File: config.mk
export PLATFORM = sky130hd
export DESIGN_NAME = chrt_ctrl
export DESIGN_NICKNAME = d
export VERILOG_FILES = /design/src/hdl/chrt_pkg.sv /design/src/hdl/chrt_ctrl.sv
export SDC_FILE = /design/constraint.sdc
export NUM_CORES = 1
export LEC_CHECK = 0
export BUFFER_PORTS_ARGS = -buffer_cell sky130_fd_sc_hd__clkbuf_2
export CAP_MARGIN = 20
export CORE_MARGIN = 4
export CORE_UTILIZATION = 35
export CTS_BUF_LIST = sky130_fd_sc_hd__clkbuf_16
export DETAILED_ROUTE_END_ITERATION = 8
export SLEW_MARGIN = 10
export SYNTH_ARGS = -nofsm -noshare
export SYNTH_HDL_FRONTEND = slang
export SYNTH_SLANG_ARGS = --single-unit
export TNS_END_PERCENT = 20
File: constraint.sdc
create_clock -name clk -period 2.2 [get_ports clk]
set_clock_uncertainty 0.1 [all_clocks]
set_input_delay 0.44 -clock clk [delete_from_list [all_inputs] [get_ports clk]]
set_output_delay 0.44 -clock clk [all_outputs]
set_load 0.005 [all_outputs]
File: src/hdl/chrt_pkg.sv
// ----------------------------------------------------------------------------
// chrt_pkg
// Shared sizes, codes and controller/datapath signal groups for the chained
// hash record table.
// ----------------------------------------------------------------------------
package chrt_pkg;

  localparam int BUCKETS      = 16;
  localparam int POOL_ENTRIES = 64;

  localparam int LINK_W = $clog2(POOL_ENTRIES + 1);
  localparam int IDX_W  = $clog2(POOL_ENTRIES);
  localparam int BKT_W  = $clog2(BUCKETS);
  localparam int CNT_W  = 5;
  localparam int KEY_W  = 16;
  localparam int DATA_W = 32;
  localparam int SUM_W  = 34;
  localparam int MAG_W  = SUM_W - 1;
  localparam int STEP_W = $clog2(POOL_ENTRIES) + 1;

  localparam logic [LINK_W-1:0] NIL = LINK_W'(POOL_ENTRIES);
  localparam logic [CNT_W-1:0]  BUCKET_COUNT_RESET = CNT_W'(10);
  localparam logic [CNT_W-1:0]  BUCKET_MAX = CNT_W'(BUCKETS);

  // reciprocals of 3 for a 17-bit and an 18-bit dividend
  localparam logic [16:0] DIV3_HI_MUL = 17'd87382;
  localparam logic [17:0] DIV3_LO_MUL = 18'd174763;

  typedef enum logic [2:0] {
    OP_ADD    = 3'd0,
    OP_SEARCH = 3'd1,
    OP_REMOVE = 3'd2,
    OP_MEAN   = 3'd3,
    OP_MAX    = 3'd4,
    OP_MIN    = 3'd5
  } op_t;

  typedef enum logic [1:0] {
    ST_OK   = 2'd0,
    ST_MISS = 2'd1,
    ST_FULL = 2'd2
  } status_t;

  typedef struct packed {
    logic    capture;
    logic    hash_go;
    logic    head_load;
    logic    adv;
    logic    hit_save;
    logic    add_rd;
    logic    add_wr;
    logic    rm_unlink;
    logic    rm_free;
    logic    rep_go;
    logic    mean_fin;
    logic    res_set;
    status_t res_status;
    logic    out_load;
  } cmd_t;

  typedef struct packed {
    logic [2:0] op;
    logic       div_busy;
    logic       full;
    logic       cur_nil;
    logic       hit;
    logic       chain_end;
    logic       out_free;
  } stat_t;

endpackage

File: src/hdl/chrt_ctrl.sv
// ----------------------------------------------------------------------------
// chrt_ctrl
// Controller: sequences hashing, chain walk, list updates and reports.
// ----------------------------------------------------------------------------
module chrt_ctrl (
  input  logic             clk,
  input  logic             rst,
  input  logic             in_valid,
  output logic             in_ready,
  input  chrt_pkg::stat_t  stat,
  output chrt_pkg::cmd_t   cmd
);
  import chrt_pkg::*;

  typedef enum logic [3:0] {
    S_IDLE, S_START, S_HASH, S_HEAD, S_RD, S_CHK, S_ADD_RD, S_ADD_WR,
    S_RM_UNL, S_RM_FREE, S_REP, S_MEAN, S_FIN
  } state_t;

  state_t state, state_next;

  assign in_ready = state == S_IDLE;

  always_comb begin
    cmd        = '0;
    state_next = state;
    case (state)
      S_IDLE: begin
        if (in_valid) begin
          cmd.capture = 1'b1;
          state_next  = S_START;
        end
      end
      S_START: begin
        if (stat.op > OP_MIN) begin
          cmd.res_set = 1'b1;
          cmd.res_status = ST_OK;
          state_next = S_FIN;
        end else if (stat.op == OP_ADD && stat.full) begin
          cmd.res_set = 1'b1;
          cmd.res_status = ST_FULL;
          state_next = S_FIN;
        end else begin
          cmd.hash_go = 1'b1;
          state_next  = S_HASH;
        end
      end
      S_HASH: begin
        if (!stat.div_busy) begin
          state_next = (stat.op == OP_ADD) ? S_ADD_RD : S_HEAD;
        end
      end
      S_HEAD: begin
        cmd.head_load = 1'b1;
        state_next    = S_RD;
      end
      S_RD: begin
        if (stat.cur_nil) begin
          cmd.res_set = 1'b1;
          cmd.res_status = ST_MISS;
          state_next = S_FIN;
        end else begin
          state_next = S_CHK;
        end
      end
      S_CHK: begin
        if (stat.hit) begin
          cmd.hit_save = 1'b1;
          if (stat.op == OP_SEARCH) begin
            cmd.res_set = 1'b1;
            cmd.res_status = ST_OK;
            state_next = S_FIN;
          end else if (stat.op == OP_REMOVE) begin
            state_next = S_RM_UNL;
          end else begin
            state_next = S_REP;
          end
        end else if (stat.chain_end) begin
          cmd.res_set = 1'b1;
          cmd.res_status = ST_MISS;
          state_next = S_FIN;
        end else begin
          cmd.adv    = 1'b1;
          state_next = S_RD;
        end
      end
      S_ADD_RD: begin
        cmd.add_rd = 1'b1;
        state_next = S_ADD_WR;
      end
      S_ADD_WR: begin
        cmd.add_wr = 1'b1;
        cmd.res_set = 1'b1;
        cmd.res_status = ST_OK;
        state_next = S_FIN;
      end
      S_RM_UNL: begin
        cmd.rm_unlink = 1'b1;
        state_next    = S_RM_FREE;
      end
      S_RM_FREE: begin
        cmd.rm_free = 1'b1;
        cmd.res_set = 1'b1;
        cmd.res_status = ST_OK;
        state_next = S_FIN;
      end
      S_REP: begin
        cmd.rep_go = 1'b1;
        state_next = (stat.op == OP_MEAN) ? S_MEAN : S_FIN;
      end
      S_MEAN: begin
        if (!stat.div_busy) begin
          cmd.mean_fin = 1'b1;
          state_next   = S_FIN;
        end
      end
      S_FIN: begin
        if (stat.out_free) begin
          cmd.out_load = 1'b1;
          state_next   = S_IDLE;
        end
      end
      default: state_next = S_IDLE;
    endcase
  end

  always_ff @(posedge clk) begin
    if (rst) begin
      state <= S_IDLE;
    end else begin
      state <= state_next;
    end
  end
endmodule

# Word level (Yosys, flattened, before mapping)
# Cells that the tools add are included.
# W data, S select, Z words.
[classes]
n_reduce_logical = 5
muxes = 40
magnitude_cmp = 1
eq_ne = 19
[op_table]
columns = ["op", "count"]
rows = [
  ["$pmux W4 S12", 1],
  ["$mux W4", 9],
  ["$mux W3", 9],
  ["$eq A4 B4 Y1 const B", 5],
  ["$mux W1", 18],
  ["$eq A4 B3 Y1 const B", 4],
  ["$pmux W3 S4", 1],
  ["$eq A4 B2 Y1 const B", 2],
  ["$ne A2 B2 Y1 const B", 4],
  ["$eq A3 B2 Y1 const B", 2],
  ["$eq A4 B1 Y1 const B", 1],
  ["$logic_not A4 Y1", 1],
  ["$mux W2", 2],
  ["$reduce_and A4 Y1", 1],
  ["$eq A3 B1 Y1 const B", 1],
  ["$gt A3 B3 Y1 const B", 1],
  ["$logic_not A3 Y1", 1],
  ["$reduce_or A2 Y1", 1],
  ["$logic_and A1 B1 Y1", 1],
]
[totals]
wordCells = 66
in_bits = 12
register_bits = 4
out_inout_bits = 16

# Logic depth before layout (Yosys ltp)
[logic_depth]
ltp_word = 5
depth_mapped = 6

# Worst setup path before layout
# Ideal clock, no wire load.
[synth_timing]
path_type = "input port to output port"
from = "in stat[7] (netlist bit)"
to = "out cmd[3] (netlist bit)"
cell_stages = 4
path_buffers = 0
setup_slack_ns = 0.417
arrival_time_ns = 1.243
required_ns = 1.660
cell_sequence = "or4b_4 -> nand3_1 -> a31oi_1 -> nand3_1"
[synth_rtl]
columns = ["element", "line", "text"]
rows = [
  ["from (decl)", "chrt_ctrl.sv:10", "input chrt_pkg::stat_t stat,"],
  ["to (decl)", "chrt_ctrl.sv:11", "output chrt_pkg::cmd_t cmd"],
]

==> summary.md <==
| Metric | Value |
|---|---|
| Run status | `complete, no violations` |
| Peak VDD IR | `543 µV` |
| Most frequent cells in the layout | `clkbuf_2 (27), nor3_1 (11), nor2_1 (9), inv_1 (7)` |
| Dominant synthesized flop cell | `dfxtp_1` |
| Setup TNS | `0 ps` |
| DRT iter0 DRCs | `17` |
| Buf/Inv on CP | `2` |
| Post-synthesis sequential area ratio | `13.0%` |
| Largest family of logic cells by synthesized area | `simple AND/OR/NAND/NOR gates` |
| Worst hold path class | `input pin to register` |
| Met2 GRT Util | `23.3%` |
| Cell Area, Synth | `618 µm²` |
| Post-synth EDFFs | `0` |
| GR met1 Demand/Resource | `23.5%` |
| Cell Rows | `14` |
| # diodes | `0` |
| Tmin final | `2100 ps` |
| Syn Inst Count | `94` |
| Number of synthesized register bits | `4` |
| Cts repair resizes | `0` |
| Top Registers | `state: 4 flops` |
| Simple-gate share of the synthesized area | `46.4%` |
| Fraction of layout cells with a size suffix above 1 | `32.8%` |
| Critical Path, Cell by Cell | `clkbuf_2 -> or4b_4 -> nand3_1 -> a31oi_1 -> nand3_1 -> clkbuf_2` |
| Most common cell after layout, fill and taps aside | `clkbuf_2` |
| H-tree depth | `1` |
| IO Count | `28` |
| CP endpoint kind | `output port` |
| CP endpoint | `cmd[3]` |
| Initial antenna violation count | `0` |
| Reg clk slew, reported paths | `30 ps` |
| Worst setup path class | `input pin to output port` |
| Drt wl/cell | `13.3 µm` |
| CTS Root Cell | `clkbuf_16` |
| Largest register FFs | `4` |
| Number of detailed-route iterations in the first pass | `4` |
| # setup viols final | `0` |
| Tightest Pin Transition | `499 ps` |
| Area Growth Syn to Fin | `40.1%` |
| Max-slew violations | `0` |
| Largest Register | `state` |
| Pwr Density | `678 nW/µm²` |
| Synthesized Nets | `106` |
| Dpl ws | `108 ps` |
| Die width | `50.0 µm` |
| Critical path launch point | `stat[7]` |
| Final ANT Viol Nets | `0` |
| Hpwl dp | `1440 µm` |
| Final Hold Viols | `0` |
| Num CTS Buffers | `3` |
| Clock Latency Late Sink | `220 ps` |
| Synth warn | `0` |
| Longest Clk Path Bufs | `2` |
| CTS Hold Bufs | `0` |
| Vias per inst | `5.44` |
| Yosys top cell area share | `13.0%` |
| WL final | `1940 µm` |
| Tcrit/Tclk final | `95.6%` |
| Synth Area in Compound Gates | `30.0%` |
| Crit-path slowest cell | `or4b_4` |
| Achievable Freq | `0.476 GHz` |
| Post-synthesis xor/xnor area fraction | `1.42%` |
| Tot GR Track Use | `15.9%` |
| First-pass GRT wire length | `3190 µm` |
| Area of the core | `1590 µm²` |
| Post-CTS Setup Inserts | `0` |
| Stages on worst setup path | `6` |
| Top cells by area, synth | `dfxtp_1 (13%), nor3_1 (8.9%), nor2_1 (5.5%)` |
| Slew HR | `66.3%` |
| Area leader, netlist | `dfxtp_1` |
| Top delay family on crit path | `simple AND/OR/NAND/NOR gates` |
| Core Util, Final | `54.3%` |
| CP max FO | `7` |
| Most used routing layer | `met1` |
| Layout Nets | `136` |
| Max cap viols | `0` |
| RSZ-0062 raised after global routing | `no` |
| Port bufs | `27` |
| Vias in the first global route | `711` |
| Hold slack | `376 ps` |
| Congestion Overflow GR | `0` |
| Global Route met3 Usage | `2.71%` |
| Final Power | `0.587 mW` |
| CP Data Arrival Time | `1560 ps` |
| Post-synthesis mux area share | `0%` |
| Reg2reg start | `state[1]` |
| Yosys cell types | `38` |
| Initial Util | `38.8%` |
| # DRC | `0` |
| Largest net degree at the start of global routing | `21` |
| Area of the die | `2500 µm²` |
| CTS Sinks | `4` |
| WP data required | `1660 ps` |
| Worst Setup Start Kind | `input pin` |
| P_leak | `0.386 nW` |
| FF-to-FF setup slack | `500 ps` |
| Mean Syn Cell Area | `6.58 µm²` |
| Asr flop ratio synth | `0%` |
| Worst path max stage delay | `570 ps` |
| Post-Synth Adder-Cell Area | `0%` |
| Worst reg2reg path depth | `6` |
| Detailed-route via count | `794` |
| CTS tree | `yes` |
| Post-route worst setup slack | `97.5 ps` |
| Worst flop-to-flop path endpoint | `state[2]` |
| Final GP Congestion | `0.878` |
| Die Ht | `50.0 µm` |
-- Yosys cell counts (2+ instances only) --
| cell | number |
|---|---|
| and3b_1 | 2 |
| o311ai_0 | 2 |
| nor3_1 | 11 |
| nor2_1 | 9 |
| o21ai_0 | 4 |
| dfxtp_1 | 4 |
| nand2b_1 | 4 |
| nand4_1 | 2 |
| a21oi_1 | 4 |
| inv_1 | 7 |
| nor2b_1 | 2 |
| o32ai_1 | 2 |
| a31oi_1 | 4 |
| clkbuf_1 | 3 |
| nand2_1 | 5 |
| nand3_1 | 2 |
| nor4b_1 | 2 |
| buf_2 | 4 |
| o22ai_1 | 2 |
-- worst min path at each step --
| stage | from | end | slack, ps | cells after the start |
|---|---|---|---|---|
| floorplan | rst | state[2] | 420 | 1 |
| global placement | state[1] | state[0] | 510 | 2 |
| detailed placement | state[1] | state[0] | 510 | 2 |
| CTS | rst | state[2] | 380 | 2 |
| global route | rst | state[2] | 400 | 2 |
| finish | rst | state[2] | 380 | 2 |
-- cell families (layout without fill, tap and decap cells) --
| family | after synthesis | after routing |
|---|---|---|
| AO/OA/AOI/OAI | 26 | 26 |
| XOR/XNOR | 1 | 1 |
| buffers and inverters | 14 | 42 |
| AND/OR/NAND/NOR | 49 | 49 |
| flip-flops | 4 | 4 |
-- layout make-up --
class	instances	area, µm²
flip-flops and latches	4	81.3
repair buffers	32	173
inverters	7	26.3
fillers	159	728
well taps	24	30.0
multi-input cells	76	480
clock buffers	3	75.1
-- where the power goes --
group	internal, mW	total [mW]	leakage [nW]	switching, mW
Clock	0.232	0.278	0.0370	0.0461
Sequential	0.0830	0.0906	0.0331	0.00760
Combinational	0.0928	0.218	0.316	0.125
Total	0.408	0.587	0.386	0.179
-- per-layer routing --
layer / up-vias / wire, µm
li1: 416 / -
met1: 348 / 926
met2: 30 / 891
met3: 0 / 122
met4: 0 / 0
met5: - / 0
-- through the flow --
step	cell area, µm²	instances
after floorplan	618	94
after global placement	790	143
after detailed placement	790	143
after CTS	865	146
after global routing	866	146
final	866	146
No activity file was read; power rests on OpenSTA's default activity.
